--- config.mk ---
export PLATFORM = sky130hd
export DESIGN_NAME = antialiased_line_rasterizer
export DESIGN_NICKNAME = d
export VERILOG_FILES = /design/src/alr_pkg.sv /design/src/antialiased_line_rasterizer.sv /design/src/alr_front.sv /design/src/alr_queue.sv /design/src/alr_back.sv
export SDC_FILE = /design/constraint.sdc
export NUM_CORES = 1
export LEC_CHECK = 0
export BUFFER_PORTS_ARGS = -buffer_cell sky130_fd_sc_hd__buf_2
export CELL_PAD_IN_SITES_DETAIL_PLACEMENT = 1
export CELL_PAD_IN_SITES_GLOBAL_PLACEMENT = 1
export CORE_MARGIN = 3
export CORE_UTILIZATION = 45
export DETAILED_ROUTE_END_ITERATION = 6
export PLACE_DENSITY = 0.73
export SKIP_LAST_GASP = 1
export SYNTH_ARGS = -nofsm -noshare
export SYNTH_HDL_FRONTEND = slang
export SYNTH_HIERARCHICAL = 1
export SYNTH_SLANG_ARGS = --single-unit
--- constraint.sdc ---
create_clock -name i_clk -period 11.8 [get_ports i_clk]
set_clock_uncertainty 0.05 [all_clocks]
set_input_delay 1.18 -clock i_clk [delete_from_list [all_inputs] [get_ports i_clk]]
set_output_delay 1.18 -clock i_clk [all_outputs]
set_load 0.1 [all_outputs]
--- src/alr_pkg.sv ---
package alr_pkg;

    localparam int SPAN     = 64;
    localparam int COORD_W  = $clog2(SPAN);
    localparam int FRAC_W   = 16;
    localparam int CH_W     = 8;
    localparam int YPOS_W   = COORD_W + FRAC_W;
    localparam int CNT_W    = COORD_W + 1;
    localparam int RGB_W    = 16;
    localparam int QDEPTH   = 2;
    localparam int QPTR_W   = $clog2(QDEPTH);

    // line kinds
    localparam logic KIND_PLAIN = 1'b0;   // axis-aligned or exact diagonal
    localparam logic KIND_WU    = 1'b1;   // general antialiased line

    // per-step coordinate motion for plain lines
    localparam logic [1:0] MODE_HOLD = 2'd0;
    localparam logic [1:0] MODE_INC  = 2'd1;
    localparam logic [1:0] MODE_DEC  = 2'd2;

    typedef struct packed {
        logic               kind;
        logic               steep;
        logic               neg;      // minor axis runs downward
        logic [COORD_W-1:0] a0;       // plain: start col; wu: major start
        logic [COORD_W-1:0] b0;       // plain: start row; wu: minor start
        logic [COORD_W-1:0] a1;
        logic [COORD_W-1:0] b1;
        logic [1:0]         cmode;
        logic [1:0]         rmode;
        logic [CNT_W-1:0]   count;    // results of this line
        logic [COORD_W-1:0] dmaj;
        logic [COORD_W-1:0] dmin;
        logic [RGB_W-1:0]   color;
    } t_line_desc;

    typedef struct packed {
        logic full;
        logic empty;
    } t_q_stat;

endpackage

--- src/antialiased_line_rasterizer.sv ---
// Antialiased line rasterizer (Wu stepping, 16 fraction bits). One input
// transaction is a line: two endpoints on a 64x64 panel and an RGB565 color.
// The block returns the line as a series of output transactions, each with
// up to two pixels; last_step marks the final one. A front stage classifies
// the line (axis-aligned, exact diagonal or general) and hands a descriptor
// to a two-entry queue, so a new line is taken while the previous one is
// still being drawn. The back end draws one line at a time: a general line
// first runs a bit-serial divider that forms the gradient, then, while the
// output is not stalled, emits one transaction per cycle along the major axis
// (the endpoint pair first, then every inner column split between row y and
// row y+1). Axis-aligned lines and exact diagonals need no division and emit
// one full-color pixel per cycle when not stalled; a single point yields no
// transaction. Output stall holds the result register and pauses the stepper
// only; the divider keeps running.
module antialiased_line_rasterizer
    import alr_pkg::*;
(
    input  logic        i_clk,
    input  logic        i_rst_n,
    input  logic        i_valid,
    output logic        o_stall,
    input  logic [5:0]  i_start_x,
    input  logic [5:0]  i_start_y,
    input  logic [5:0]  i_end_x,
    input  logic [5:0]  i_end_y,
    input  logic [15:0] i_line_color,
    output logic        o_valid,
    input  logic        i_stall,
    output logic [5:0]  o_first_col,
    output logic [5:0]  o_first_row,
    output logic [7:0]  o_first_red,
    output logic [7:0]  o_first_green,
    output logic [7:0]  o_first_blue,
    output logic [6:0]  o_second_col,
    output logic [6:0]  o_second_row,
    output logic [7:0]  o_second_red,
    output logic [7:0]  o_second_green,
    output logic [7:0]  o_second_blue,
    output logic        o_second_valid,
    output logic        o_last_step
);

    t_line_desc front_desc;
    t_line_desc q_desc;
    t_q_stat    q_stat;
    logic       q_push;
    logic       q_pop;

    // classify and register the request
    alr_front u_front (
        .i_clk        (i_clk),
        .i_rst_n      (i_rst_n),
        .i_valid      (i_valid),
        .o_stall      (o_stall),
        .i_start_x    (i_start_x),
        .i_start_y    (i_start_y),
        .i_end_x      (i_end_x),
        .i_end_y      (i_end_y),
        .i_line_color (i_line_color),
        .i_q_stat     (q_stat),
        .o_push       (q_push),
        .o_desc       (front_desc)
    );

    // decouples classification from drawing
    alr_queue u_queue (
        .i_clk   (i_clk),
        .i_rst_n (i_rst_n),
        .i_push  (q_push),
        .i_desc  (front_desc),
        .i_pop   (q_pop),
        .o_desc  (q_desc),
        .o_stat  (q_stat)
    );

    // gradient divider, stepper and output register
    alr_back u_back (
        .i_clk          (i_clk),
        .i_rst_n        (i_rst_n),
        .i_desc         (q_desc),
        .i_q_stat       (q_stat),
        .o_pop          (q_pop),
        .o_valid        (o_valid),
        .i_stall        (i_stall),
        .o_first_col    (o_first_col),
        .o_first_row    (o_first_row),
        .o_first_red    (o_first_red),
        .o_first_green  (o_first_green),
        .o_first_blue   (o_first_blue),
        .o_second_col   (o_second_col),
        .o_second_row   (o_second_row),
        .o_second_red   (o_second_red),
        .o_second_green (o_second_green),
        .o_second_blue  (o_second_blue),
        .o_second_valid (o_second_valid),
        .o_last_step    (o_last_step)
    );

`ifndef SYNTH
    // queue occupancy is never contradictory
    a_q_stat: assert property (@(posedge i_clk) disable iff (!i_rst_n)
        !(q_stat.full && q_stat.empty))
        else $error("queue reports full and empty");

    // front only pushes into a queue with room
    a_push_room: assert property (@(posedge i_clk) disable iff (!i_rst_n)
        q_push |-> !q_stat.full)
        else $error("push into full queue");

    // an unused neighbor pixel is all zero
    a_second_zero: assert property (@(posedge i_clk) disable iff (!i_rst_n)
        (o_valid && !o_second_valid) |-> (o_second_col == 7'd0 && o_second_row == 7'd0
            && o_second_red == 8'd0 && o_second_green == 8'd0 && o_second_blue == 8'd0))
        else $error("unused neighbor pixel not cleared");

    // neighbor pixel stays at most one past the panel edge
    a_second_span: assert property (@(posedge i_clk) disable iff (!i_rst_n)
        (o_valid && o_second_valid) |-> (o_second_col <= 7'd64 && o_second_row <= 7'd64))
        else $error("neighbor pixel out of span");
`endif

endmodule

--- src/alr_front.sv ---
module alr_front
    import alr_pkg::*;
(
    input  logic               i_clk,
    input  logic               i_rst_n,
    input  logic               i_valid,
    output logic               o_stall,
    input  logic [5:0]         i_start_x,
    input  logic [5:0]         i_start_y,
    input  logic [5:0]         i_end_x,
    input  logic [5:0]         i_end_y,
    input  logic [15:0]        i_line_color,
    input  t_q_stat            i_q_stat,
    output logic               o_push,
    output t_line_desc         o_desc
);

    logic               r_vld;
    t_line_desc         r_desc;
    t_line_desc         n_desc;
    logic               accept;
    logic               nonempty;
    logic [COORD_W-1:0] dx, dy;
    logic               xneg, yneg, steep;
    logic [COORD_W-1:0] pa0, pb0, pa1, pb1;

    assign o_stall = r_vld && i_q_stat.full;
    assign accept  = i_valid && !o_stall;
    assign o_push  = r_vld && !i_q_stat.full;
    assign o_desc  = r_desc;

    always_comb begin
        xneg     = i_end_x < i_start_x;
        yneg     = i_end_y < i_start_y;
        dx       = xneg ? i_start_x - i_end_x : i_end_x - i_start_x;
        dy       = yneg ? i_start_y - i_end_y : i_end_y - i_start_y;
        nonempty = (dx != '0) || (dy != '0);
        steep    = dy > dx;
        pa0      = steep ? i_start_y : i_start_x;
        pb0      = steep ? i_start_x : i_start_y;
        pa1      = steep ? i_end_y : i_end_x;
        pb1      = steep ? i_end_x : i_end_y;

        n_desc       = '0;
        n_desc.color = i_line_color;
        if (dx == '0) begin
            n_desc.kind  = KIND_PLAIN;
            n_desc.a0    = i_start_x;
            n_desc.b0    = yneg ? i_end_y : i_start_y;
            n_desc.cmode = MODE_HOLD;
            n_desc.rmode = MODE_INC;
            n_desc.count = {1'b0, dy};
        end else if (dy == '0) begin
            n_desc.kind  = KIND_PLAIN;
            n_desc.a0    = xneg ? i_end_x : i_start_x;
            n_desc.b0    = i_start_y;
            n_desc.cmode = MODE_INC;
            n_desc.rmode = MODE_HOLD;
            n_desc.count = {1'b0, dx};
        end else if (dx == dy) begin
            n_desc.kind  = KIND_PLAIN;
            n_desc.a0    = i_start_x;
            n_desc.b0    = i_start_y;
            n_desc.cmode = xneg ? MODE_DEC : MODE_INC;
            n_desc.rmode = yneg ? MODE_DEC : MODE_INC;
            n_desc.count = {1'b0, dx} + CNT_W'(1);
        end else begin
            n_desc.kind  = KIND_WU;
            n_desc.steep = steep;
            // walk the major axis upward
            if (pa0 > pa1) begin
                n_desc.a0 = pa1;
                n_desc.b0 = pb1;
                n_desc.a1 = pa0;
                n_desc.b1 = pb0;
            end else begin
                n_desc.a0 = pa0;
                n_desc.b0 = pb0;
                n_desc.a1 = pa1;
                n_desc.b1 = pb1;
            end
            n_desc.neg   = n_desc.b1 < n_desc.b0;
            n_desc.dmaj  = steep ? dy : dx;
            n_desc.dmin  = steep ? dx : dy;
            n_desc.count = {1'b0, n_desc.dmaj};
        end
    end

    always_ff @(posedge i_clk) begin
        if (!i_rst_n) begin
            r_vld <= 1'b0;
        end else if (accept) begin
            r_vld <= nonempty;      // a single point yields nothing
        end else if (o_push) begin
            r_vld <= 1'b0;
        end
    end

    always_ff @(posedge i_clk) begin
        if (accept) begin
            r_desc <= n_desc;
        end
    end

endmodule

--- src/alr_queue.sv ---
module alr_queue
    import alr_pkg::*;
(
    input  logic       i_clk,
    input  logic       i_rst_n,
    input  logic       i_push,
    input  t_line_desc i_desc,
    input  logic       i_pop,
    output t_line_desc o_desc,
    output t_q_stat    o_stat
);

    t_line_desc          r_mem [QDEPTH];
    logic [QPTR_W-1:0]   r_wr, r_rd;
    logic [QPTR_W:0]     r_cnt;

    assign o_stat.full  = r_cnt == (QPTR_W+1)'(QDEPTH);
    assign o_stat.empty = r_cnt == '0;
    assign o_desc       = r_mem[r_rd];

    always_ff @(posedge i_clk) begin
        if (!i_rst_n) begin
            r_wr  <= '0;
            r_rd  <= '0;
            r_cnt <= '0;
        end else begin
            if (i_push) begin
                r_wr <= r_wr + 1'b1;
            end
            if (i_pop) begin
                r_rd <= r_rd + 1'b1;
            end
            if (i_push && !i_pop) begin
                r_cnt <= r_cnt + 1'b1;
            end else if (i_pop && !i_push) begin
                r_cnt <= r_cnt - 1'b1;
            end
        end
    end

    always_ff @(posedge i_clk) begin
        if (i_push) begin
            r_mem[r_wr] <= i_desc;
        end
    end

endmodule

--- src/alr_back.sv ---
module alr_back
    import alr_pkg::*;
(
    input  logic        i_clk,
    input  logic        i_rst_n,
    input  t_line_desc  i_desc,
    input  t_q_stat     i_q_stat,
    output logic        o_pop,
    output logic        o_valid,
    input  logic        i_stall,
    output logic [5:0]  o_first_col,
    output logic [5:0]  o_first_row,
    output logic [7:0]  o_first_red,
    output logic [7:0]  o_first_green,
    output logic [7:0]  o_first_blue,
    output logic [6:0]  o_second_col,
    output logic [6:0]  o_second_row,
    output logic [7:0]  o_second_red,
    output logic [7:0]  o_second_green,
    output logic [7:0]  o_second_blue,
    output logic        o_second_valid,
    output logic        o_last_step
);

    localparam logic [1:0] S_IDLE = 2'd0;
    localparam logic [1:0] S_DIV  = 2'd1;
    localparam logic [1:0] S_RUN  = 2'd2;

    logic [1:0]               r_state;
    logic                     r_kind, r_steep, r_neg, r_first;
    logic [COORD_W-1:0]       r_a, r_b, r_a1, r_b1, r_dmaj, r_rem;
    logic [1:0]               r_cmode, r_rmode;
    logic [CNT_W-1:0]         r_cnt;
    logic [FRAC_W-1:0]        r_quo;
    logic [$clog2(FRAC_W)-1:0] r_bit;
    logic [YPOS_W-1:0]        r_ypos;
    logic [RGB_W-1:0]         r_color;

    logic                     r_o_valid;
    logic [5:0]               r_o_first_col, r_o_first_row;
    logic [7:0]               r_o_first_red, r_o_first_green, r_o_first_blue;
    logic [6:0]               r_o_second_col, r_o_second_row;
    logic [7:0]               r_o_second_red, r_o_second_green, r_o_second_blue;
    logic                     r_o_second_valid, r_o_last_step;

    logic                     out_free, emit, div_ge, last;
    logic [COORD_W:0]         div_t;
    logic [YPOS_W-1:0]        grad, q_ext;
    logic [CH_W-1:0]          cr, cg, cb, frac, sr, sg, sb;
    logic [2*CH_W-1:0]        pr, pg, pb;
    logic [COORD_W-1:0]       row;
    logic [COORD_W:0]         row_nb;

    assign out_free = !r_o_valid || !i_stall;
    assign emit     = (r_state == S_RUN) && out_free;
    assign o_pop    = (r_state == S_IDLE) && !i_q_stat.empty;
    assign last     = r_cnt == CNT_W'(1);

    // one restoring-division step per cycle
    assign div_t  = {r_rem, 1'b0};
    assign div_ge = div_t >= {1'b0, r_dmaj};

    assign q_ext = {{COORD_W{1'b0}}, r_quo};
    assign grad  = r_neg ? (~q_ext + YPOS_W'(1)) : q_ext;

    // RGB565 to 888 by zero fill
    assign cr = {r_color[15:11], 3'b000};
    assign cg = {r_color[10:5], 2'b00};
    assign cb = {r_color[4:0], 3'b000};

    assign frac   = r_ypos[FRAC_W-1 -: CH_W];
    assign pr     = cr * frac;
    assign pg     = cg * frac;
    assign pb     = cb * frac;
    assign sr     = pr[2*CH_W-1 -: CH_W];
    assign sg     = pg[2*CH_W-1 -: CH_W];
    assign sb     = pb[2*CH_W-1 -: CH_W];
    assign row    = r_ypos[YPOS_W-1 -: COORD_W];
    assign row_nb = {1'b0, row} + (COORD_W+1)'(1);

    always_ff @(posedge i_clk) begin
        if (!i_rst_n) begin
            r_state   <= S_IDLE;
            r_o_valid <= 1'b0;
        end else begin
            if (emit) begin
                r_o_valid <= 1'b1;
            end else if (!i_stall) begin
                r_o_valid <= 1'b0;
            end
            unique case (r_state)
                S_IDLE: begin
                    if (o_pop) begin
                        r_state <= (i_desc.kind == KIND_WU) ? S_DIV : S_RUN;
                    end
                end
                S_DIV: begin
                    if (r_bit == ($clog2(FRAC_W))'(FRAC_W-1)) begin
                        r_state <= S_RUN;
                    end
                end
                S_RUN: begin
                    if (emit && last) begin
                        r_state <= S_IDLE;
                    end
                end
                default: begin
                    r_state <= S_IDLE;
                end
            endcase
        end
    end

    always_ff @(posedge i_clk) begin
        if (o_pop) begin
            r_kind  <= i_desc.kind;
            r_steep <= i_desc.steep;
            r_neg   <= i_desc.neg;
            r_a     <= i_desc.a0;
            r_b     <= i_desc.b0;
            r_a1    <= i_desc.a1;
            r_b1    <= i_desc.b1;
            r_cmode <= i_desc.cmode;
            r_rmode <= i_desc.rmode;
            r_cnt   <= i_desc.count;
            r_dmaj  <= i_desc.dmaj;
            r_rem   <= i_desc.dmin;
            r_color <= i_desc.color;
            r_bit   <= '0;
            r_first <= 1'b1;
        end
        if (r_state == S_DIV) begin
            r_rem <= div_ge ? COORD_W'(div_t - {1'b0, r_dmaj}) : div_t[COORD_W-1:0];
            r_quo <= {r_quo[FRAC_W-2:0], div_ge};
            r_bit <= r_bit + 1'b1;
        end
        if (emit) begin
            r_cnt <= r_cnt - 1'b1;
            if (r_kind == KIND_WU) begin
                r_first <= 1'b0;
                r_a     <= r_a + 1'b1;
                if (r_first) begin
                    r_ypos <= {r_b, {FRAC_W{1'b0}}} + grad;
                end else begin
                    r_ypos <= r_ypos + grad;
                end
            end else begin
                case (r_cmode)
                    MODE_INC: r_a <= r_a + 1'b1;
                    MODE_DEC: r_a <= r_a - 1'b1;
                    default:  r_a <= r_a;
                endcase
                case (r_rmode)
                    MODE_INC: r_b <= r_b + 1'b1;
                    MODE_DEC: r_b <= r_b - 1'b1;
                    default:  r_b <= r_b;
                endcase
            end

            r_o_last_step <= last;
            if (r_kind == KIND_PLAIN) begin
                r_o_first_col    <= r_a;
                r_o_first_row    <= r_b;
                r_o_first_red    <= cr;
                r_o_first_green  <= cg;
                r_o_first_blue   <= cb;
                r_o_second_valid <= 1'b0;
                r_o_second_col   <= '0;
                r_o_second_row   <= '0;
                r_o_second_red   <= '0;
                r_o_second_green <= '0;
                r_o_second_blue  <= '0;
            end else if (r_first) begin
                // both endpoints, full color
                r_o_first_col    <= r_steep ? r_b : r_a;
                r_o_first_row    <= r_steep ? r_a : r_b;
                r_o_first_red    <= cr;
                r_o_first_green  <= cg;
                r_o_first_blue   <= cb;
                r_o_second_valid <= 1'b1;
                r_o_second_col   <= {1'b0, r_steep ? r_b1 : r_a1};
                r_o_second_row   <= {1'b0, r_steep ? r_a1 : r_b1};
                r_o_second_red   <= cr;
                r_o_second_green <= cg;
                r_o_second_blue  <= cb;
            end else begin
                r_o_first_col    <= r_steep ? row : r_a;
                r_o_first_row    <= r_steep ? r_a : row;
                r_o_first_red    <= cr - sr;
                r_o_first_green  <= cg - sg;
                r_o_first_blue   <= cb - sb;
                r_o_second_valid <= 1'b1;
                r_o_second_col   <= r_steep ? row_nb : {1'b0, r_a};
                r_o_second_row   <= r_steep ? {1'b0, r_a} : row_nb;
                r_o_second_red   <= sr;
                r_o_second_green <= sg;
                r_o_second_blue  <= sb;
            end
        end
    end

    assign o_valid        = r_o_valid;
    assign o_first_col    = r_o_first_col;
    assign o_first_row    = r_o_first_row;
    assign o_first_red    = r_o_first_red;
    assign o_first_green  = r_o_first_green;
    assign o_first_blue   = r_o_first_blue;
    assign o_second_col   = r_o_second_col;
    assign o_second_row   = r_o_second_row;
    assign o_second_red   = r_o_second_red;
    assign o_second_green = r_o_second_green;
    assign o_second_blue  = r_o_second_blue;
    assign o_second_valid = r_o_second_valid;
    assign o_last_step    = r_o_last_step;

endmodule
==> results.cfg <==
[timing]
setup_viol = 0
rsz0062_at_grt = no
whs_ns = 0.393
fin_crit_ns = 7.98
hold_violations = 0
tns_ns = 0
max_freq_ghz = 0.125
relSlewSlack = 0.274
drv_slew = 0
worst_slew_pin_slew_ns = 1.09
post-route-period-util = 0.676

[clock_tree]
clockBufferDepth = 3
clk_pin_slew_ns = 0.07
cts_buffers = 42
hold_buffers = 0
h-tree-depth = 2
postCtsResizedCells = 0
ctsRootBufferMaster = clkbuf_16
clock_latency_ns = 0.57
tritoncts = done
cts_sinks = 389
cts_setup_buffers = 0

[final_layout]
finalNonFillerCells = 2914
fin_area_um2 = 26900
drive_gt1_frac = 0.169
num_antenna_cells = 0
area_growth_pct = 10.7
final_nets = 2459

[critical_path]
max_stage_delay_ns = 0.77
r2r_cells = 21
critical-path-slowest-cell = or2_2
crit_top_cell = ha_1
critical_path.max_fanout = 40
rr_endpoint = u_back/o_first_green[7]
cpLargestDelayFamily = compound AO/OA/AOI/OAI gates
path_buf_inv = 6
crit_required_ns = 12.08
r2r_start = u_back/r_ypos[13]
r2r_setup_slack_ns = 5.37
start_kind = primary input
arrival_ns = 8.26
path_class = primary input to flop
endpoint_kind = flop

[min_path]
whs_path_depth = 0
worstHoldStart = u_front/o_desc[33]
hold_path_end = u_queue/r_mem[0][33]
hold_path.class = flop to flop

[floorplan]
core_um2 = 53000
rows = 84
dieArea_um2 = 56900
initial_utilization = 0.459
fp.dieW_um = 238
ios = 122
die_y_um = 238

[drt]
postRouteAntennaNets = 0
vias = 16500
drc = 0
drt-vias-per-instance = 5.68
drt-total-wl_um = 62900
initialDrtViolationCount = 858
drt_pass1_iterations = 5
wire_per_inst_um = 21.6

[logic_synthesis]
avgSynthCellArea_um2 = 11.6
synthFlopType = edfxtp_1
synth_edf_count = 379
syn_inst = 2101
synth_area_um2 = 24300
synth.distinct_cells = 105
synth_fp_nets = 2367
synth_seq_area_share = 0.476
async_flop_share = 0
yosysWarnings = 6
ys_seq_elements = 389

[placement]
portBuffers = 121
dp_hpwl_um = 45300
place_congestion = 0.840
place_inst = 2837
dpl_cell_area_um2 = 25500

[global_route]
grt_use_met2 = 0.403
overflow = 0
grt_use_met3 = 0.0316
grt_max_degree = 74
grt.total_usage = 0.223
antenna_found_initial = 1
gr-max-usage-layer = met2
grt_pass1_wl_um = 99700
grt_pass1_vias = 17900
grtUsageMet1 = 0.278

[outcome]
outcome = completed

[run]
cap_violations = 0
[synthesized netlist by cell type (15+ instances only)]
cell | number | area (µm²)
mux2i_1 | 37 | 370
xnor2_1 | 74 | 648
nand3_1 | 31 | 155
a211oi_2 | 15 | 188
xor2_1 | 32 | 280
nor2_1 | 148 | 556
ha_1 | 156 | 1950
clkbuf_1 | 61 | 229
and2_1 | 103 | 644
a21oi_1 | 95 | 475
a21o_1 | 23 | 173
nor3_1 | 18 | 90.1
o21a_1 | 16 | 120
nor2b_1 | 17 | 106
o21bai_1 | 15 | 113
nand2_1 | 177 | 664
edfxtp_1 | 379 | 11400
inv_1 | 168 | 631
nand2b_1 | 15 | 93.8
fa_1 | 66 | 1320
mux2_2 | 76 | 856
o21ai_0 | 101 | 505
[cells by family after synthesis]
kind of cell,Yosys count,share of synthesized area
adders and majority gates,224,0.135
buffers and inverters,267,0.0465
AOI/OAI and AO/OA,400,0.119
and+or+nand+nor,584,0.119
DFF,389,0.476
muxes,127,0.0634
xor gates and xnor gates,110,0.0408
[worst reg2reg max path: cells and delay by family, from the launching register on]
kind                       cells  cell delay [ns]
adders and majority gates      5             2.29
AOI/OAI and AO/OA              7             1.65
buffers and inverters          1             0.05
and+or+nand+nor                5             0.70
xor gates and xnor gates       3             0.59
DFF                            1             0.85
[worst max-delay path by stage]
stage	endpoint	from	cells past startpoint	slack [ns]
2_1_floorplan	u_front/o_desc[63]	i_end_x[0]	30	4.06
3_3_place_gp	u_front/o_desc[63]	i_end_x[0]	27	3.49
3_5_place_dp	u_front/o_desc[63]	i_end_x[0]	27	3.29
4_1_cts	u_front/o_desc[63]	i_end_x[0]	27	3.90
5_1_grt	u_front/o_desc[63]	i_end_x[0]	27	3.44
6_report	u_front/o_desc[63]	i_end_x[0]	27	3.82
[layout by cell type (no fill, tap or decap), drive strengths merged, types with 18 or more instances in the layout]
cell	instances
a211oi	26
a21o	25
a21oi	100
and2	106
buf	140
clkbuf	49
clkinv	21
edfxtp	379
fa	66
ha	156
inv	173
mux2	76
mux2i	37
nand2	178
nand3	32
nor2	148
nor3	18
o21ai	106
xnor2	77
xor2	33
[per-layer routing]
metal	share of wire	routed length, µm
met1	0.43	27100
met2	0.51	31900
met3	0.036	2240
met4	0.026	1670
met5	0.00029	18
[registers in the layout, indices dropped and copies added (netlist names), 4 cells and up, named ones only]
name                   flops
u_back/o_second_row        7
u_back/r_a                 6
u_back/o_second_blue       7
u_front/o_desc            66
u_back/r_dmaj              6
u_back/r_rem               6
u_back/r_a1                6
u_back/r_color            16
u_back/o_first_red         8
u_back/r_b1                6
u_back/o_first_col         6
u_back/o_first_green       8
u_back/o_first_row         6
u_back/o_second_green      7
u_back/o_second_col        7
u_back/r_b                 6
u_back/r_ypos             22
u_back/r_cnt               7
u_back/r_bit               4
u_queue/r_mem            132
u_back/r_quo              16
u_back/o_first_blue        8
u_back/o_second_red        7
[stage by stage]
stage | worst slack, ns | util
6_report | 3.82 | 0.508
5_1_grt | 3.44 | 0.508
4_1_cts | 3.90 | 0.508
3_5_place_dp | 3.29 | 0.481
3_3_place_gp | 3.49 | 0.481
2_1_floorplan | 4.06 | -
[layout make-up]
cell class | instances | area (µm²)
multi-input combinational | 1445 | 11600
clock buffer | 49 | 1110
clock inverter | 28 | 318
timing repair buffer | 140 | 748
tap | 688 | 861
sequential | 389 | 11600
fill | 5609 | 26100
inverter | 175 | 661
Power is not shown: default switching activity piles up to over one toggle a cycle in this logic, so the estimate is an artifact.
